===== config.mk =====
export PLATFORM = sky130hd
export DESIGN_NAME = top_k_largest_selector
export DESIGN_NICKNAME = d
export VERILOG_FILES = /design/src/rtl/core/tks_pkg.sv /design/src/rtl/core/top_k_largest_selector.sv
export SDC_FILE = /design/constraint.sdc
export NUM_CORES = 2
export LEC_CHECK = 0
export BUFFER_PORTS_ARGS = -buffer_cell sky130_fd_sc_hd__buf_2
export CAP_MARGIN = 20
export CELL_PAD_IN_SITES_DETAIL_PLACEMENT = 2
export CELL_PAD_IN_SITES_GLOBAL_PLACEMENT = 2
export CORE_MARGIN = 3
export CORE_UTILIZATION = 25
export CTS_CLUSTER_DIAMETER = 100
export DETAILED_ROUTE_END_ITERATION = 8
export PLACE_DENSITY_LB_ADDON = 0.25
export SYNTH_ARGS = -nofsm -noshare
export SYNTH_HDL_FRONTEND = slang
export SYNTH_SLANG_ARGS = --single-unit

===== constraint.sdc =====
create_clock -name clk -period 43 [get_ports clk]
set_input_delay 8.6 -clock clk [delete_from_list [all_inputs] [get_ports clk]]
set_output_delay 8.6 -clock clk [all_outputs]
set_load 0.005 [all_outputs]

===== src/rtl/core/tks_pkg.sv =====
package tks_pkg;

    // Store geometry.
    localparam int MAX_ENTRIES = 32;
    localparam int IDX_W       = (MAX_ENTRIES > 1) ? $clog2(MAX_ENTRIES) : 1;
    localparam int CNT_W       = $clog2(MAX_ENTRIES + 1);

    // Field widths.
    localparam int ID_W    = 23;
    localparam int KEY_W   = 64;
    localparam int RANK_W  = 5;
    localparam int TOP_N_W = 6;

    localparam logic [TOP_N_W-1:0] TOP_N_RESET = 6'd20;

    // Input item codes.
    typedef enum logic [0:0] {
        ACT_OFFER = 1'b0,
        ACT_END   = 1'b1
    } action_t;

    typedef struct packed {
        action_t            action;
        logic [ID_W-1:0]    entry_id;
        logic [KEY_W-1:0]   entry_key;
    } item_t;

    typedef struct packed {
        logic [ID_W-1:0]    out_id;
        logic [KEY_W-1:0]   out_key;
        logic [RANK_W-1:0]  rank;
        logic               last;
    } result_t;

    // One stored entry.
    typedef struct packed {
        logic [ID_W-1:0]    id;
        logic [KEY_W-1:0]   key;
    } entry_t;

    typedef enum logic [2:0] {
        ST_IDLE,
        ST_MIN_SCAN,
        ST_DECIDE,
        ST_SHIFT,
        ST_DRAIN_SCAN,
        ST_DRAIN_OUT
    } state_t;

endpackage


===== src/rtl/core/top_k_largest_selector.sv =====
// An offer into a store below its limit is written in the transfer cycle.
// A replacement offer runs a minimum scan and a decision, then compaction if its key
// beats the kept minimum; the store has one registered read port for the scans.
// A drain rescans for the largest unreported entry before each result it presents.
// Items are stalled outside the idle state, so no offer is taken mid-operation.
// Reset clears the kept count and sets the limit register to 20; no clearing pass.
module top_k_largest_selector
    import tks_pkg::*;
(
    input  logic                clk,
    input  logic                rst_n,
    input  logic                item_valid,
    output logic                item_stall,
    input  item_t               item,
    output logic                result_valid,
    input  logic                result_stall,
    output result_t             result,
    input  logic                top_n_we,
    input  logic [TOP_N_W-1:0]  top_n_wdata
);

    // Entry store, one write port and one registered read port.
    entry_t mem [MAX_ENTRIES];

    state_t                  state_reg, state_next;
    logic [CNT_W-1:0]        count_reg, count_next;
    logic [TOP_N_W-1:0]      top_n_reg;
    logic [CNT_W-1:0]        scan_reg, scan_next;
    logic                    d_valid_reg, d_valid_next;
    logic [IDX_W-1:0]        d_idx_reg;
    entry_t                  rd_data_reg;
    logic [ID_W-1:0]         item_id_reg, item_id_next;
    logic [KEY_W-1:0]        item_key_reg, item_key_next;
    logic [KEY_W-1:0]        min_key_reg, min_key_next;
    logic [IDX_W-1:0]        min_idx_reg, min_idx_next;
    entry_t                  best_reg, best_next;
    logic [IDX_W-1:0]        best_idx_reg, best_idx_next;
    logic                    have_best_reg, have_best_next;
    logic [MAX_ENTRIES-1:0]  used_reg, used_next;
    logic [CNT_W-1:0]        rank_reg, rank_next;

    logic                    mem_we;
    logic [IDX_W-1:0]        mem_waddr;
    entry_t                  mem_wdata;
    logic [IDX_W-1:0]        rd_addr;
    logic                    issue;
    logic [CNT_W-1:0]        lim;
    logic [CNT_W-1:0]        cnt_m1;
    logic                    in_xfer;
    logic                    out_xfer;
    logic                    is_last;

    // Effective limit is the register capped at the store depth.
    always_comb
    begin
        if (int'(top_n_reg) > MAX_ENTRIES)
            lim = CNT_W'(MAX_ENTRIES);
        else
            lim = CNT_W'(top_n_reg);
    end

    assign cnt_m1   = count_reg - CNT_W'(1);
    assign in_xfer  = item_valid && !item_stall;
    assign out_xfer = result_valid && !result_stall;
    assign issue    = (scan_reg < count_reg);
    assign rd_addr  = scan_reg[IDX_W-1:0];
    assign is_last  = (rank_reg == cnt_m1);

    // Handshake outputs and the result register view.
    assign item_stall     = (state_reg != ST_IDLE);
    assign result_valid   = (state_reg == ST_DRAIN_OUT);
    assign result.out_id  = best_reg.id;
    assign result.out_key = best_reg.key;
    assign result.rank    = rank_reg[RANK_W-1:0];
    assign result.last    = is_last;

    // Sequencer: next state, datapath updates and memory control.
    always_comb
    begin
        state_next     = state_reg;
        count_next     = count_reg;
        scan_next      = scan_reg;
        d_valid_next   = 1'b0;
        item_id_next   = item_id_reg;
        item_key_next  = item_key_reg;
        min_key_next   = min_key_reg;
        min_idx_next   = min_idx_reg;
        best_next      = best_reg;
        best_idx_next  = best_idx_reg;
        have_best_next = have_best_reg;
        used_next      = used_reg;
        rank_next      = rank_reg;
        mem_we         = 1'b0;
        mem_waddr      = count_reg[IDX_W-1:0];
        mem_wdata      = '{id: item.entry_id, key: item.entry_key};

        unique case (state_reg)
            ST_IDLE:
            begin
                if (in_xfer)
                begin
                    item_id_next  = item.entry_id;
                    item_key_next = item.entry_key;
                    scan_next     = '0;
                    if (item.action == ACT_END)
                    begin
                        if (count_reg != '0)
                        begin
                            used_next      = '0;
                            rank_next      = '0;
                            have_best_next = 1'b0;
                            state_next     = ST_DRAIN_SCAN;
                        end
                    end
                    else if (lim != '0)
                    begin
                        if (count_reg < lim)
                        begin
                            // Room left: append directly.
                            mem_we     = 1'b1;
                            count_next = count_reg + CNT_W'(1);
                        end
                        else
                        begin
                            state_next = ST_MIN_SCAN;
                        end
                    end
                end
            end

            ST_MIN_SCAN:
            begin
                // Smallest key, latest admitted on ties.
                d_valid_next = issue;
                if (issue)
                    scan_next = scan_reg + CNT_W'(1);
                if (d_valid_reg)
                begin
                    if ((d_idx_reg == '0) || (rd_data_reg.key <= min_key_reg))
                    begin
                        min_key_next = rd_data_reg.key;
                        min_idx_next = d_idx_reg;
                    end
                end
                else if (!issue)
                begin
                    state_next = ST_DECIDE;
                end
            end

            ST_DECIDE:
            begin
                if (item_key_reg > min_key_reg)
                begin
                    scan_next  = CNT_W'(min_idx_reg) + CNT_W'(1);
                    state_next = ST_SHIFT;
                end
                else
                begin
                    state_next = ST_IDLE;
                end
            end

            ST_SHIFT:
            begin
                // Close the gap one entry a cycle, then write the new entry last.
                d_valid_next = issue;
                if (issue)
                    scan_next = scan_reg + CNT_W'(1);
                if (d_valid_reg)
                begin
                    mem_we    = 1'b1;
                    mem_waddr = d_idx_reg - IDX_W'(1);
                    mem_wdata = rd_data_reg;
                end
                else if (!issue)
                begin
                    mem_we     = 1'b1;
                    mem_waddr  = cnt_m1[IDX_W-1:0];
                    mem_wdata  = '{id: item_id_reg, key: item_key_reg};
                    state_next = ST_IDLE;
                end
            end

            ST_DRAIN_SCAN:
            begin
                // Largest unreported key, earliest admitted on ties.
                d_valid_next = issue;
                if (issue)
                    scan_next = scan_reg + CNT_W'(1);
                if (d_valid_reg)
                begin
                    if (!used_reg[d_idx_reg] &&
                        (!have_best_reg || (rd_data_reg.key > best_reg.key)))
                    begin
                        best_next      = rd_data_reg;
                        best_idx_next  = d_idx_reg;
                        have_best_next = 1'b1;
                    end
                end
                else if (!issue)
                begin
                    state_next = ST_DRAIN_OUT;
                end
            end

            ST_DRAIN_OUT:
            begin
                if (out_xfer)
                begin
                    used_next[best_idx_reg] = 1'b1;
                    rank_next      = rank_reg + CNT_W'(1);
                    have_best_next = 1'b0;
                    scan_next      = '0;
                    if (is_last)
                    begin
                        count_next = '0;
                        state_next = ST_IDLE;
                    end
                    else
                    begin
                        state_next = ST_DRAIN_SCAN;
                    end
                end
            end

            default:
            begin
                state_next = ST_IDLE;
            end
        endcase
    end

    // Control registers.
    always_ff @(posedge clk or negedge rst_n)
    begin
        if (!rst_n)
        begin
            state_reg     <= ST_IDLE;
            count_reg     <= '0;
            top_n_reg     <= TOP_N_RESET;
            d_valid_reg   <= 1'b0;
            have_best_reg <= 1'b0;
        end
        else
        begin
            state_reg     <= state_next;
            count_reg     <= count_next;
            d_valid_reg   <= d_valid_next;
            have_best_reg <= have_best_next;
            if (top_n_we)
                top_n_reg <= top_n_wdata;
        end
    end

    // Datapath registers.
    always_ff @(posedge clk)
    begin
        scan_reg     <= scan_next;
        d_idx_reg    <= rd_addr;
        item_id_reg  <= item_id_next;
        item_key_reg <= item_key_next;
        min_key_reg  <= min_key_next;
        min_idx_reg  <= min_idx_next;
        best_reg     <= best_next;
        best_idx_reg <= best_idx_next;
        used_reg     <= used_next;
        rank_reg     <= rank_next;
    end

    // Entry memory.
    always_ff @(posedge clk)
    begin
        if (mem_we)
            mem[mem_waddr] <= mem_wdata;
        rd_data_reg <= mem[rd_addr];
    end

    // The kept count never exceeds the store depth.
    assert property (@(posedge clk) disable iff (!rst_n)
        count_reg <= CNT_W'(MAX_ENTRIES))
        else $error("kept count exceeds store depth");

    // A result is only presented while entries are kept.
    assert property (@(posedge clk) disable iff (!rst_n)
        result_valid |-> (count_reg != '0))
        else $error("result presented from an empty store");

    // The final transfer of a drain empties the store.
    assert property (@(posedge clk) disable iff (!rst_n)
        (out_xfer && result.last) |=> (count_reg == '0) && !result_valid)
        else $error("store not emptied after the last result");

    // Compaction never writes below slot zero.
    assert property (@(posedge clk) disable iff (!rst_n)
        ((state_reg == ST_SHIFT) && d_valid_reg) |-> (d_idx_reg != '0))
        else $error("compaction read at slot zero");

endmodule

; After elaboration in Yosys (flattened, before gate mapping)
; Memories as Yosys holds them, arrays and structs flattened. A register that Yosys moved wholly into a read port is not among the register bits.
; Index checks and enable logic that the tools add are counted.
[word_totals]
mem_count = 1
ff_bits = 314
mem_bits_rw = 2784
output_inout_bits = 95
elab_cells = 152
[memory_table]
columns = name, words, word_bits, read_ports, rd_ports_with_merged_regs, wr, line_no
row1 = mem, 32, 87, 1, 1, 1, top_k_largest_selector.sv:23  ; entry_t mem [MAX_ENTRIES];
[classes]
n_eq_ne = 27
bitwise_logic = 1
magnitude_cmp = 9
n_reduce_logical = 27
n_addsub = 6
mux = 65
[ops]
columns = operator, count
row1 = 87-bit two-way mux, 3
row2 = 64-bit > comparator, 2
row3 = 32-bit two-way mux, 4
row4 = 6-bit two-way mux, 15
row5 = 64-bit less-or-equal comparator, 1
row6 = 32-bit case mux with 2 select lines, 1
row7 = 3-bit two-way mux, 13
row8 = 32-bit bitwise OR, 1
row9 = "2-bit != test, second input constant", 15
row10 = 6-bit case mux with 2 select lines, 2
row11 = 6-bit case mux with 4 select lines, 1
row12 = "6-bit by 1-bit adder with 6-bit output, second input constant", 3
row13 = 3-bit case mux with 6 select lines, 1
row14 = 1-bit two-way mux, 17
row15 = 5-bit two-way mux, 3
row16 = 7-bit AND reduction, 2
row17 = "5-bit by 6-bit < comparator with 1-bit output, second input constant", 2
row18 = 6-bit < comparator, 2
row19 = 6-bit nonzero test, 2
row20 = 11-bit AND reduction, 1
row21 = 5-bit AND reduction, 2
row22 = "3-bit != test, second input constant", 3
row23 = "5-bit by 1-bit adder with 6-bit output, second input constant", 1
row24 = "3-bit by 2-bit equality test with 1-bit output, second input constant", 2
row25 = other kinds (24), 36

; Logic depth before layout (Yosys ltp)
[depth]
ltp_word = 10
mapped_depth = 12
ltp_nobuf = 11

; Worst setup path before layout
; No wires, ideal clock.
[synth_timing]
path_kind = reg-to-reg
start = reg d_idx_reg[0]
end = reg best_idx_reg[0], enable pin
arrival_time_ns = 16.091
stages_incl_launch_ff = 7
t_required_ns = 41.969
setup_slack_ns = 25.878
cell_sequence = dfxtp_1 buf_2 mux4_2 mux4_2 o21ai_1 nand2_1 a2111oi_0
[synth_between]
elab_chain_len = 5
[synth_lines]
columns = item, line_no
row1 = from (decl), top_k_largest_selector.sv:30  ; logic [IDX_W-1:0] d_idx_reg;
row2 = from (signal assigned), top_k_largest_selector.sv:260  ; d_idx_reg <= rd_addr;
row3 = 1-bit binary-select mux with 5-bit select, top_k_largest_selector.sv:193  ; if (!used_reg[d_idx_reg] &&
row4 = 1-bit two-way mux (not written as such), top_k_largest_selector.sv:193
row5 = 1-bit logical NOT, top_k_largest_selector.sv:193
row6 = 1-bit logical AND, top_k_largest_selector.sv:193
row7 = 3-bit AND reduction (no source line), -
row8 = to (signal assigned), top_k_largest_selector.sv:266  ; best_idx_reg <= best_idx_next;
row9 = to (decl), top_k_largest_selector.sv:37  ; logic [IDX_W-1:0] best_idx_reg, best_idx_next;
; Every way passes these cells. The select of a mux whose other input is x is not followed.
; A chain may end at the register's enable or synchronous reset.

; Final worst setup path
[layout_timing]
start = in item[87] in the netlist's numbering
end = mem mem[6][69] in the netlist's numbering, enable pin
[layout_between]
elab_chain_len = 5
[layout_lines]
columns = item, line_no
row1 = from (decl), top_k_largest_selector.sv:14  ; input item_t item,
row2 = 1-bit two-way mux, top_k_largest_selector.sv:105  ; if (item.action == ACT_END)
row3 = 1-bit two-way mux, top_k_largest_selector.sv:100  ; if (in_xfer)
row4 = 1-bit case mux with 2 select lines, top_k_largest_selector.sv:97  ; unique case (state_reg)
row5 = 1-bit two-way mux, top_k_largest_selector.sv:274  ; if (mem_we)
row6 = 1-bit two-way mux (not written as such), top_k_largest_selector.sv:275  ; mem[mem_waddr] <= mem_wdata;
row7 = to (decl), top_k_largest_selector.sv:23
; Every way passes these cells.

==> results.txt <==
----------------------------------------------------
[Flow run]
  Total of max-cap violations ... 0

[Floorplanning]
  Height of the chip ... 713.3 um
  Die boundary width ... 713.3 um
  Num rows ... 259
  Placeable Area ... 498100 um^2
  Starting Density ... 25.11%
  Number of I/O pins ... 194
  Total Die Area ... 508800 um^2

[Setup path]
  Worst reg2reg setup slack ... 35880 ps
  Worst Setup Start Kind ... primary input
  Capture point of the worst reg-to-reg path ... rd_data_reg[59]
  CP endpoint kind ... flip-flop
  Critical path data required time ... 43570 ps
  Worst Path Arrival ... 12760 ps
  Depth of the most critical reg-to-reg path ... 9
  Start-to-end type of the worst setup path ... in2reg
  Source of the worst register-to-register timing path ... scan_reg[0]
  Worst-path maximum fanout ... 45

[CTS]
  Total CTS buffers ... 361
  Worst-Skew Late Latency ... 980 ps
  Setup fix buffers added after clock tree synthesis ... 0
  Reg clk slew, reported paths ... 60 ps
  Hold-fix buffers, CTS ... 0
  Clk sinks ... 3185
  Maximum count of clock buffers along a single path ... 4
  Number of H-tree levels ... 5
  TritonCTS clock tree ... built
  Cell chosen for the clock root ... sky130_fd_sc_hd__clkbuf_16
  Number of gates resized after CTS ... 0

[Cells and area]
  Area added between synthesis and finish ... 18.08%
  Most common library cell in the layout ignoring fill and taps ... sky130_fd_sc_hd__edfxtp_1
  Net count reported at finish ... 6490
  Proportion of layout cells with a drive suffix above 1 ... 31.67%
  Fraction of the core area covered by cells at the end of the flow ... 29.65%
  Flip-flop count of the largest register after layout ... 2784
  Most frequent cells in the layout ... 3076 x sky130_fd_sc_hd__edfxtp_1, 879 x sky130_fd_sc_hd__mux4_2, 364 x sky130_fd_sc_hd__clkbuf_16, 209 x sky130_fd_sc_hd__ha_1, 199 x sky130_fd_sc_hd__buf_4

[Place]
  Number of input and output port buffers inserted ... 193
  Half-perimeter wire length after placement ... 229900 um
  Routability congestion estimate ... 0.7282

[Routing]
  Wire length the detailed router placed on met1 ... 172300 um
  Total wirelength of the detailed-routed design ... 390400 um
  DRC violations left ... 0
  Remaining antenna violation count after routing ... 0
  Total length of routed met3 wires ... 19760 um
  Starting DRC count in detailed routing ... 5825
  TritonRoute pass-1 iters ... 5
  Routed via count ... 61210
  Top routing layer used ... met5
  Met2 wirelength from detailed routing ... 187400 um
  Via-to-Cell Ratio ... 4.656
  Routed WL per cell ... 29.70 um

[GRT]
  First-pass GRT wire length ... 546800 um
  Vias in the first global route ... 66990
  Total gr overflow ... 0
  Initial antenna violation count ... 37
  Maximum number of pins on one net before global-route repair ... 119
  All-Layer GR Usage ... 15.11%

[STA]
  Final total negative setup slack ... 0 ps
  Number of endpoints with negative hold slack in the final report ... 0
  Relative slew margins ... 22.82%
  Period Utilization, post-route ... 28.36%
  Max-slew violation count ... 0
  Slew at the pin closest to its max-slew limit ... 1158 ps
  Final number of setup-violating endpoints ... 0
  RSZ-0062 raised after global routing ... false
  Final critical-path required period ... 12190 ps
  Largest clock skew in the final design ... 66.64 ps
  Fmax ... 0.08200 GHz

[Synth]
  Number of flops mapped to enable cells by yosys ... 3076
  YS warnings ... 0
  Async SR Flop Fraction ... 0.5338%
  Synthesized area divided by synthesized cell count ... 22.10 um^2
  Synth Flop Type ... sky130_fd_sc_hd__edfxtp_1
  Post-synth net total ... 5968
  Number of cells produced by synthesis ... 5660
  Sequential fraction of the synthesis area ... 75.66%
  Mapped cell area ... 125100 um^2
  Seq cells post-synth ... 3185
  Netlist cell types ... 70

[Worst hold path]
  Type of the worst min-delay path ... reg2reg
  End point of the most critical hold path ... result[76]
  Worst hold start ... rd_data_reg[70]
  Instance count along the most critical hold path ... 0

[Status]
  Status ... complete, no violations

[Pwr]
  Leakage power ... 0.04624 uW
  Power Density ... 66.06 nW/um^2
  Peak VDD IR ... 57.56 uV

----------------------------------------------------
-- power breakdown --
part | switching, uW | leakage [uW] | internal, uW
logic | 1610 | 0.0121 | 1140
clock network | 1300 | 0.00564 | 1730
registers | 157 | 0.0285 | 3810
total | 3070 | 0.0462 | 6690
-- synthesized netlist by cell type (4+ instances only) --
master | instances | share of area [%]
sky130_fd_sc_hd__o31ai_1 | 6 | 0.036
sky130_fd_sc_hd__o21ai_0 | 130 | 0.52
sky130_fd_sc_hd__clkbuf_1 | 183 | 0.55
sky130_fd_sc_hd__nand2_1 | 57 | 0.17
sky130_fd_sc_hd__o22ai_1 | 9 | 0.045
sky130_fd_sc_hd__buf_2 | 44 | 0.18
sky130_fd_sc_hd__a31oi_1 | 4 | 0.020
sky130_fd_sc_hd__nand2b_1 | 6 | 0.030
sky130_fd_sc_hd__nand4_1 | 42 | 0.21
sky130_fd_sc_hd__or4_1 | 4 | 0.024
sky130_fd_sc_hd__a211o_1 | 4 | 0.028
sky130_fd_sc_hd__ha_1 | 209 | 2.1
sky130_fd_sc_hd__nor3b_1 | 4 | 0.024
sky130_fd_sc_hd__dfrtp_1 | 15 | 0.30
sky130_fd_sc_hd__mux2i_1 | 5 | 0.040
sky130_fd_sc_hd__a21o_1 | 53 | 0.32
sky130_fd_sc_hd__buf_4 | 7 | 0.042
sky130_fd_sc_hd__or3_1 | 7 | 0.035
sky130_fd_sc_hd__xor2_1 | 11 | 0.077
sky130_fd_sc_hd__nor2b_1 | 11 | 0.055
sky130_fd_sc_hd__inv_1 | 146 | 0.44
sky130_fd_sc_hd__mux2_2 | 94 | 0.85
sky130_fd_sc_hd__buf_1 | 44 | 0.13
sky130_fd_sc_hd__nor4_1 | 7 | 0.035
sky130_fd_sc_hd__a21oi_1 | 97 | 0.39
sky130_fd_sc_hd__dfxtp_1 | 92 | 1.5
sky130_fd_sc_hd__nor2_1 | 102 | 0.31
sky130_fd_sc_hd__nor3_1 | 12 | 0.048
sky130_fd_sc_hd__and3_1 | 6 | 0.030
sky130_fd_sc_hd__xnor2_1 | 8 | 0.056
sky130_fd_sc_hd__a211oi_1 | 8 | 0.048
sky130_fd_sc_hd__and2_1 | 6 | 0.030
sky130_fd_sc_hd__o211ai_1 | 4 | 0.024
sky130_fd_sc_hd__edfxtp_1 | 3076 | 74
sky130_fd_sc_hd__o21a_1 | 7 | 0.042
sky130_fd_sc_hd__mux4_2 | 879 | 16
sky130_fd_sc_hd__a22oi_1 | 174 | 1.0
sky130_fd_sc_hd__nand3_1 | 28 | 0.11
-- kinds of logic (layout without fill, tap and decap cells) --
group | Yosys count | in the layout | synth area share [%]
DFF | 3185 | 3185 | 75.66
muxes | 978 | 978 | 16.71
AOI/OAI and AO/OA | 532 | 532 | 2.772
buffers and inverters | 430 | 1250 | 1.373
and+or+nand+nor | 305 | 305 | 1.217
adders and majority gates | 209 | 209 | 2.091
xor gates and xnor gates | 21 | 21 | 0.1701
other | 0 | 11 | 0
-- final cells by class --
cell class,instances,area (um^2)
Inverter,149,559.3
Antenna cell,11,27.53
Clock buffer,458,9612
Timing Repair Buffer,440,3266
Tap cell,6655,8327
Fill cell,49770,350400
Clock inverter,203,1926
Multi-Input combinational cell,2045,29330
Sequential cell,3185,94640
-- stage by stage --
step | instances | cell area [um^2] | total power [uW] | setup slack (ps) | hold slack [ps]
detailed placement | 12450 | 135800 | 6860 | 29700 | 424.9
global route | 13140 | 147700 | 10220 | 30590 | 444.6
finish | 13150 | 147700 | 9756 | 30810 | 433.9
floorplan | 5660 | 125100 | 5701 | 25880 | 346.2
global placement | 12430 | 135400 | 6785 | 29760 | 426.5
CTS | 13110 | 147300 | 9933 | 30730 | 441.6
-- critical path, stage by stage --
cell and delay (ps):
sky130_fd_sc_hd__buf_2 140, sky130_fd_sc_hd__a311o_1 280, sky130_fd_sc_hd__a211oi_1 300, sky130_fd_sc_hd__o211ai_2 290, sky130_fd_sc_hd__o21bai_2 610, sky130_fd_sc_hd__nand3_2 530
sky130_fd_sc_hd__nor2_4 290, sky130_fd_sc_hd__buf_4 790, sky130_fd_sc_hd__buf_4 820
-- worst max path at each step --
stage            startpoint  cells past startpoint               to  slack (ps)
2_1_floorplan  d_idx_reg[0]                      6  best_idx_reg[0]       25880
3_3_place_gp       item[87]                      8       mem[2][84]       29760
3_5_place_dp       item[87]                      8       mem[2][69]       29700
4_1_cts            item[87]                      8       mem[2][84]       30730
5_1_grt            item[87]                      9       mem[6][69]       30590
6_report           item[87]                      9       mem[6][69]       30810
-- routing by layer --
| layer | vias up | GRT usage, % |
|---|---|---|
| met1 | 34090 | 20.73 |
| met2 | 1557 | 24.85 |
| li1 | 25090 | - |
| met3 | 463 | 2.527 |
| met5 | - | 0 |
| met4 | 12 | 3.951 |
No activity file was read; power rests on OpenSTA's default activity.
